### config.mk
export PLATFORM = sky130hd
export DESIGN_NAME = rrwc_ctrl
export DESIGN_NICKNAME = d
export VERILOG_FILES = /design/src/rtl/rrwc_pkg.sv /design/src/rtl/rrwc_ctrl.sv
export SDC_FILE = /design/constraint.sdc
export NUM_CORES = 1
export LEC_CHECK = 0
export ABC_AREA = 0
export BUFFER_PORTS_ARGS = -buffer_cell sky130_fd_sc_hd__buf_2
export CORE_AREA = 2 2 39 41
export DETAILED_ROUTE_END_ITERATION = 7
export DIE_AREA = 0 0 41 43
export HOLD_SLACK_MARGIN = 0.03
export PLACE_DENSITY = 0.44
export REMOVE_ABC_BUFFERS = 1
export SLEW_MARGIN = 5
export SYNTH_ARGS = -nofsm -noshare
export SYNTH_HDL_FRONTEND = slang
export SYNTH_SLANG_ARGS = --single-unit
export TNS_END_PERCENT = 50
### constraint.sdc
create_clock -name clock -period 1.66 [get_ports clock]
set_input_delay 0.083 -clock clock [delete_from_list [all_inputs] [get_ports clock]]
set_output_delay 0.083 -clock clock [all_outputs]
set_load 0.05 [all_outputs]
### src/rtl/rrwc_pkg.sv
`timescale 1ns / 1ps
`default_nettype none

package rrwc_pkg;

   // Fixed geometry
   localparam int LOG_REGS   = 32;
   localparam int PHYS_REGS  = 128;
   localparam int BR_SLOTS   = 16;
   localparam int LIST_DEPTH = 64;
   localparam int FREE_SIZE  = PHYS_REGS - LOG_REGS;

   localparam int LR_W  = 5;
   localparam int PR_W  = 7;
   localparam int LI_W  = 6;
   localparam int FR_W  = 7;
   localparam int TAG_W = 4;
   localparam int CNT_W = 7;
   localparam int EI_W  = 23;
   localparam int SM_W  = TAG_W + LR_W;
   localparam int SEQ_W = 6;

   // Action codes
   localparam logic [4:0] ACT_STALL_REGS   = 5'd0;
   localparam logic [4:0] ACT_STALL_BRANCH = 5'd1;
   localparam logic [4:0] ACT_GET_MASK     = 5'd2;
   localparam logic [4:0] ACT_RENAME_SRC   = 5'd3;
   localparam logic [4:0] ACT_RENAME_DST   = 5'd4;
   localparam logic [4:0] ACT_CHECKPOINT   = 5'd5;
   localparam logic [4:0] ACT_STALL_DISP   = 5'd6;
   localparam logic [4:0] ACT_DISPATCH     = 5'd7;
   localparam logic [4:0] ACT_IS_READY     = 5'd8;
   localparam logic [4:0] ACT_CLEAR_READY  = 5'd9;
   localparam logic [4:0] ACT_SET_READY    = 5'd10;
   localparam logic [4:0] ACT_READ         = 5'd11;
   localparam logic [4:0] ACT_WRITE        = 5'd12;
   localparam logic [4:0] ACT_COMPLETE     = 5'd13;
   localparam logic [4:0] ACT_RESOLVE      = 5'd14;
   localparam logic [4:0] ACT_PEEK_HEAD    = 5'd15;
   localparam logic [4:0] ACT_COMMIT       = 5'd16;
   localparam logic [4:0] ACT_SQUASH       = 5'd17;
   localparam logic [4:0] ACT_SET_EXC      = 5'd18;
   localparam logic [4:0] ACT_SET_LDVIOL   = 5'd19;
   localparam logic [4:0] ACT_SET_BRMISP   = 5'd20;
   localparam logic [4:0] ACT_SET_VALMISP  = 5'd21;
   localparam logic [4:0] ACT_GET_EXC      = 5'd22;

   // Controller to datapath
   typedef struct packed {
      logic capture;
      logic exec_go;
      logic ckpt_step;
      logic restore_step;
   } ctl_cmd_type;

   // Datapath to controller
   typedef struct packed {
      logic need_ckpt;
      logic need_restore;
      logic ckpt_last;
      logic restore_last;
   } dp_status_type;

endpackage

`default_nettype wire

### src/rtl/rrwc_ctrl.sv
`timescale 1ns / 1ps
`default_nettype none

module rrwc_ctrl
   import rrwc_pkg::*;
(
   input  wire logic          clock,
   input  wire logic          reset,
   input  wire logic          req_valid,
   output logic               req_stall,
   output logic               rsp_valid,
   input  wire logic          rsp_stall,
   input  wire dp_status_type status,
   output ctl_cmd_type        cmd
);

   typedef enum logic [3:0] {
      ST_IDLE    = 4'b0001,
      ST_EXEC    = 4'b0010,
      ST_CKPT    = 4'b0100,
      ST_RESTORE = 4'b1000
   } state_type;

   state_type state_ff, state_in;
   logic      rsp_valid_ff, rsp_valid_in;
   logic      out_free;

   assign out_free  = !rsp_valid_ff || !rsp_stall;
   assign req_stall = (state_ff != ST_IDLE);
   assign rsp_valid = rsp_valid_ff;

   // next state and commands
   always_comb begin
      state_in          = state_ff;
      cmd.capture       = 1'b0;
      cmd.exec_go       = 1'b0;
      cmd.ckpt_step     = 1'b0;
      cmd.restore_step  = 1'b0;
      case (state_ff)
         ST_IDLE: begin
            if (req_valid) begin
               cmd.capture = 1'b1;
               state_in    = ST_EXEC;
            end
         end
         ST_EXEC: begin
            if (out_free) begin
               cmd.exec_go = 1'b1;
               if (status.need_ckpt)         state_in = ST_CKPT;
               else if (status.need_restore) state_in = ST_RESTORE;
               else                          state_in = ST_IDLE;
            end
         end
         ST_CKPT: begin
            cmd.ckpt_step = 1'b1;
            if (status.ckpt_last) state_in = ST_IDLE;
         end
         ST_RESTORE: begin
            cmd.restore_step = 1'b1;
            if (status.restore_last) state_in = ST_IDLE;
         end
         default: state_in = ST_IDLE;
      endcase
   end

   // output word valid
   always_comb begin
      if (cmd.exec_go)    rsp_valid_in = 1'b1;
      else if (rsp_stall) rsp_valid_in = rsp_valid_ff;
      else                rsp_valid_in = 1'b0;
   end

   always_ff @(posedge clock) begin
      if (reset) begin
         state_ff     <= ST_IDLE;
         rsp_valid_ff <= 1'b0;
      end else begin
         state_ff     <= state_in;
         rsp_valid_ff <= rsp_valid_in;
      end
   end

   // checks
   a_accept_to_exec: assert property (@(posedge clock) disable iff (reset)
      cmd.capture |=> state_ff == ST_EXEC)
      else $error("accepted word did not enter execute");

   a_exec_gives_word: assert property (@(posedge clock) disable iff (reset)
      cmd.exec_go |=> rsp_valid_ff)
      else $error("executed word produced no result");

   a_exec_waits: assert property (@(posedge clock) disable iff (reset)
      (state_ff == ST_EXEC && !out_free) |=> state_ff == ST_EXEC)
      else $error("execute left while output blocked");

   a_no_accept_busy: assert property (@(posedge clock) disable iff (reset)
      (state_ff == ST_CKPT || state_ff == ST_RESTORE) |-> req_stall)
      else $error("input open during map copy");

endmodule

`default_nettype wire

==> results.ini <==
[outcome]
status=completed

[layout]
n_antenna_cell=0
fin_cells=72
filler_cell_count=146
seq_area_um2=100.1
finalInstanceArea_um2=444.2
area_delta_synth_final_pct=46.69
fin_nets=65
drive_gt1_share_pct=42.86
multi_input_area_um2=188.9

[detailed_routing]
drt_iter0_markers=5
routed_wirelength_um=764
ant_nets=0
drc=0
drtPass1Iterations=4
viasPerCell=4.639
vias=334
avgRoutedWirePerCell_um=10.61

[synth]
synth.cell_area_um2=302.8
synth_top_family_by_area=simple AND/OR/NAND/NOR gates
muxShareOfSynthArea_pct=6.612
synth_seq_cells=5
synth_compound_area_share_pct=19.01
synth_area_per_cell_um2=8.411
yosysTopAreaCell=dfxtp_1
synth_edf_count=0
yosys.area.top_type_share_pct=33.06
synth.distinct_cells=20
synthTopCellsByArea=dfxtp_1 33%, a21oi_1 6.6%, mux2i_1 6.6%, nand2_1 6.2%, nor4b_1 5.8%
syn_inst=36
ys_warn_count=0
ys_seq_area_share_pct=33.06
synth-xor-area-share_pct=0
ys_async_sr_fraction_pct=0
synth_fa_ha_area_share_pct=0
synth-simple-area-share_pct=35.12
synth_ff_type=dfxtp_1

[sta]
post-route-period-util_pct=94.57
tightest_slew_ps=387.4
setup_ws_ps=90.21
hold_viol=0
finalSetupViolations=0
drv_slew=0
clock_skew_ps=2.201
period_minus_slack_ps=1570
slew_headroom_pct=74.13
max_freq_mhz=637.0
rsz0062_at_grt=false

[global_route]
grt_overflow=0
grt_max_degree=8
antenna_found_initial=0
track_usage_pct=10.14
first_global_vias=290
grt_pass1_wl_um=1193

[clock_tree]
post_cts_resize_count=0
clk_path_buf_depth=2
cts-root-buf=clkbuf_4
cts_tree=built
post_cts_buffers=0
clk_latency_ps=240
clk_pin_slew_ps=50
numClockSinks=5
cts_buffers=3
ctsHoldBuffers=0
cts.htree.levels=1

[worst_hold_path]
hp-class=primary input to flip-flop
hold_path_depth=2
hold_path.startpoint=reset
holdPathEnd=rsp_valid

[power]
p_leak_uw=0.0002115
power_density_mw_per_mm2=860.5
ir_drop_uv=321.7

[placement]
dp.cells=68
pre_cts_ws_ps=104.0
place_congestion=0.7200
place_area_um2=410.4
port_buffers=13
dpl.hpwl_um=582.2

[die]
die_w_um=41
ios=14
core_area_mm2=0.001384
rows=14
die_area_mm2=0.001763
start_util_pct=21.88
die_h_um=43

[worst_setup_path]
crit_chain=or4b_4, a21oi_1, buf_2
reg2regPathDepth=4
r2r-end=state_ff[0]
cp_data_required_time_ps=1580
r2r_slack_ps=100
cp_max_fo=4
cp.arrival_ps=1490
start_kind=flip-flop
regToRegStartpoint=state_ff[0]
critPathMaxStageDelay_ps=550
critPathSlowestCell=or4b_4
path_class=flip-flop to output pin
cp-end-kind=output pin

[flow_run]
maxCapViolations=0

==> stage by stage <==
step | hold WS, ps | TNS, ps | total power (µW) | utilization [%]
after global routing | 41.45 | 0 | 405.6 | 32.10
after CTS | 32.21 | 0 | 385.3 | 31.56
after detailed placement | 300.9 | 0 | 237.2 | 29.66
after floorplan | 152.1 | -4385 | 202.9 | -
after global placement | 305.2 | 0 | 238.5 | 29.66
final | 42.77 | 0 | 382.2 | 32.10
==> layout by cell type (no fill, tap or decap), types with 2 or more instances in the layout <==
cell type | synthesis | layout
a21oi_1 | 4 | 4
buf_2 | 0 | 12
buf_4 | 1 | 4
clkbuf_4 | 0 | 4
dfxtp_1 | 5 | 5
inv_1 | 3 | 3
mux2i_1 | 2 | 2
nand2_1 | 5 | 5
nor2_1 | 2 | 2
nor4b_1 | 2 | 2
==> state kept, by name, indices dropped and copies added (netlist names) <==
register   count
state_ff       4
rsp_valid      1
==> report_power, final <==
group | total (µW) | internal [µW] | switching (µW)
Combinational | 108 | 40.3 | 67.4
Clock | 144 | 91.1 | 53.2
Sequential | 130 | 127 | 3.33
==> layout make-up <==
class / count / area share (%)
inverters: 3 / 2.535
flip-flops and latches: 5 / 22.54
multi-input cells: 27 / 42.54
repair buffers: 17 / 21.97
well taps: 16 / 4.507
clock buffers: 4 / 5.915
==> worst max path at each step <==
| stage | from | to | slack, ps | cells past startpoint |
|---|---|---|---|---|
| 2_1_floorplan | state_ff[2] | state_ff[0] | -1120 | 4 |
| 3_3_place_gp | state_ff[0] | state_ff[0] | 120 | 4 |
| 3_5_place_dp | state_ff[0] | state_ff[0] | 100 | 4 |
| 4_1_cts | state_ff[1] | cmd[3] | 20 | 6 |
| 5_1_grt | state_ff[0] | cmd[3] | 6 | 6 |
| 6_report | state_ff[0] | cmd[2] | 90 | 3 |
==> cells in the mapped netlist, types with 2 or more instances <==
cell type	count
dfxtp_1	5
nand2_1	5
a21oi_1	4
inv_1	3
mux2i_1	2
nor2_1	2
nor4b_1	2
==> critical path: cells and delay by family, from the launching register on <==
| kind | cells | cell delay [ps] |
|---|---|---|
| AND/OR/NAND/NOR | 1 | 550 |
| flip-flops | 1 | 300 |
| buffers and inverters | 1 | 270 |
| AO/OA/AOI/OAI | 1 | 120 |
==> metal layers <==
metal	up-vias	track usage [%]	part of all wire, %
li1	169	-	-
met5	-	0	0
met3	0	4.712	9.9
met4	0	6.000	0
met1	148	14.79	51
met2	17	11.56	39
==> kinds of logic (layout without fill, tap and decap cells) <==
| group | count (synthesis) | in the layout |
|---|---|---|
| buf+inv | 4 | 24 |
| simple gates | 17 | 17 |
| flops | 5 | 5 |
| mux | 2 | 2 |
| compound gates | 8 | 8 |
No activity file was read; power rests on OpenSTA's default activity.
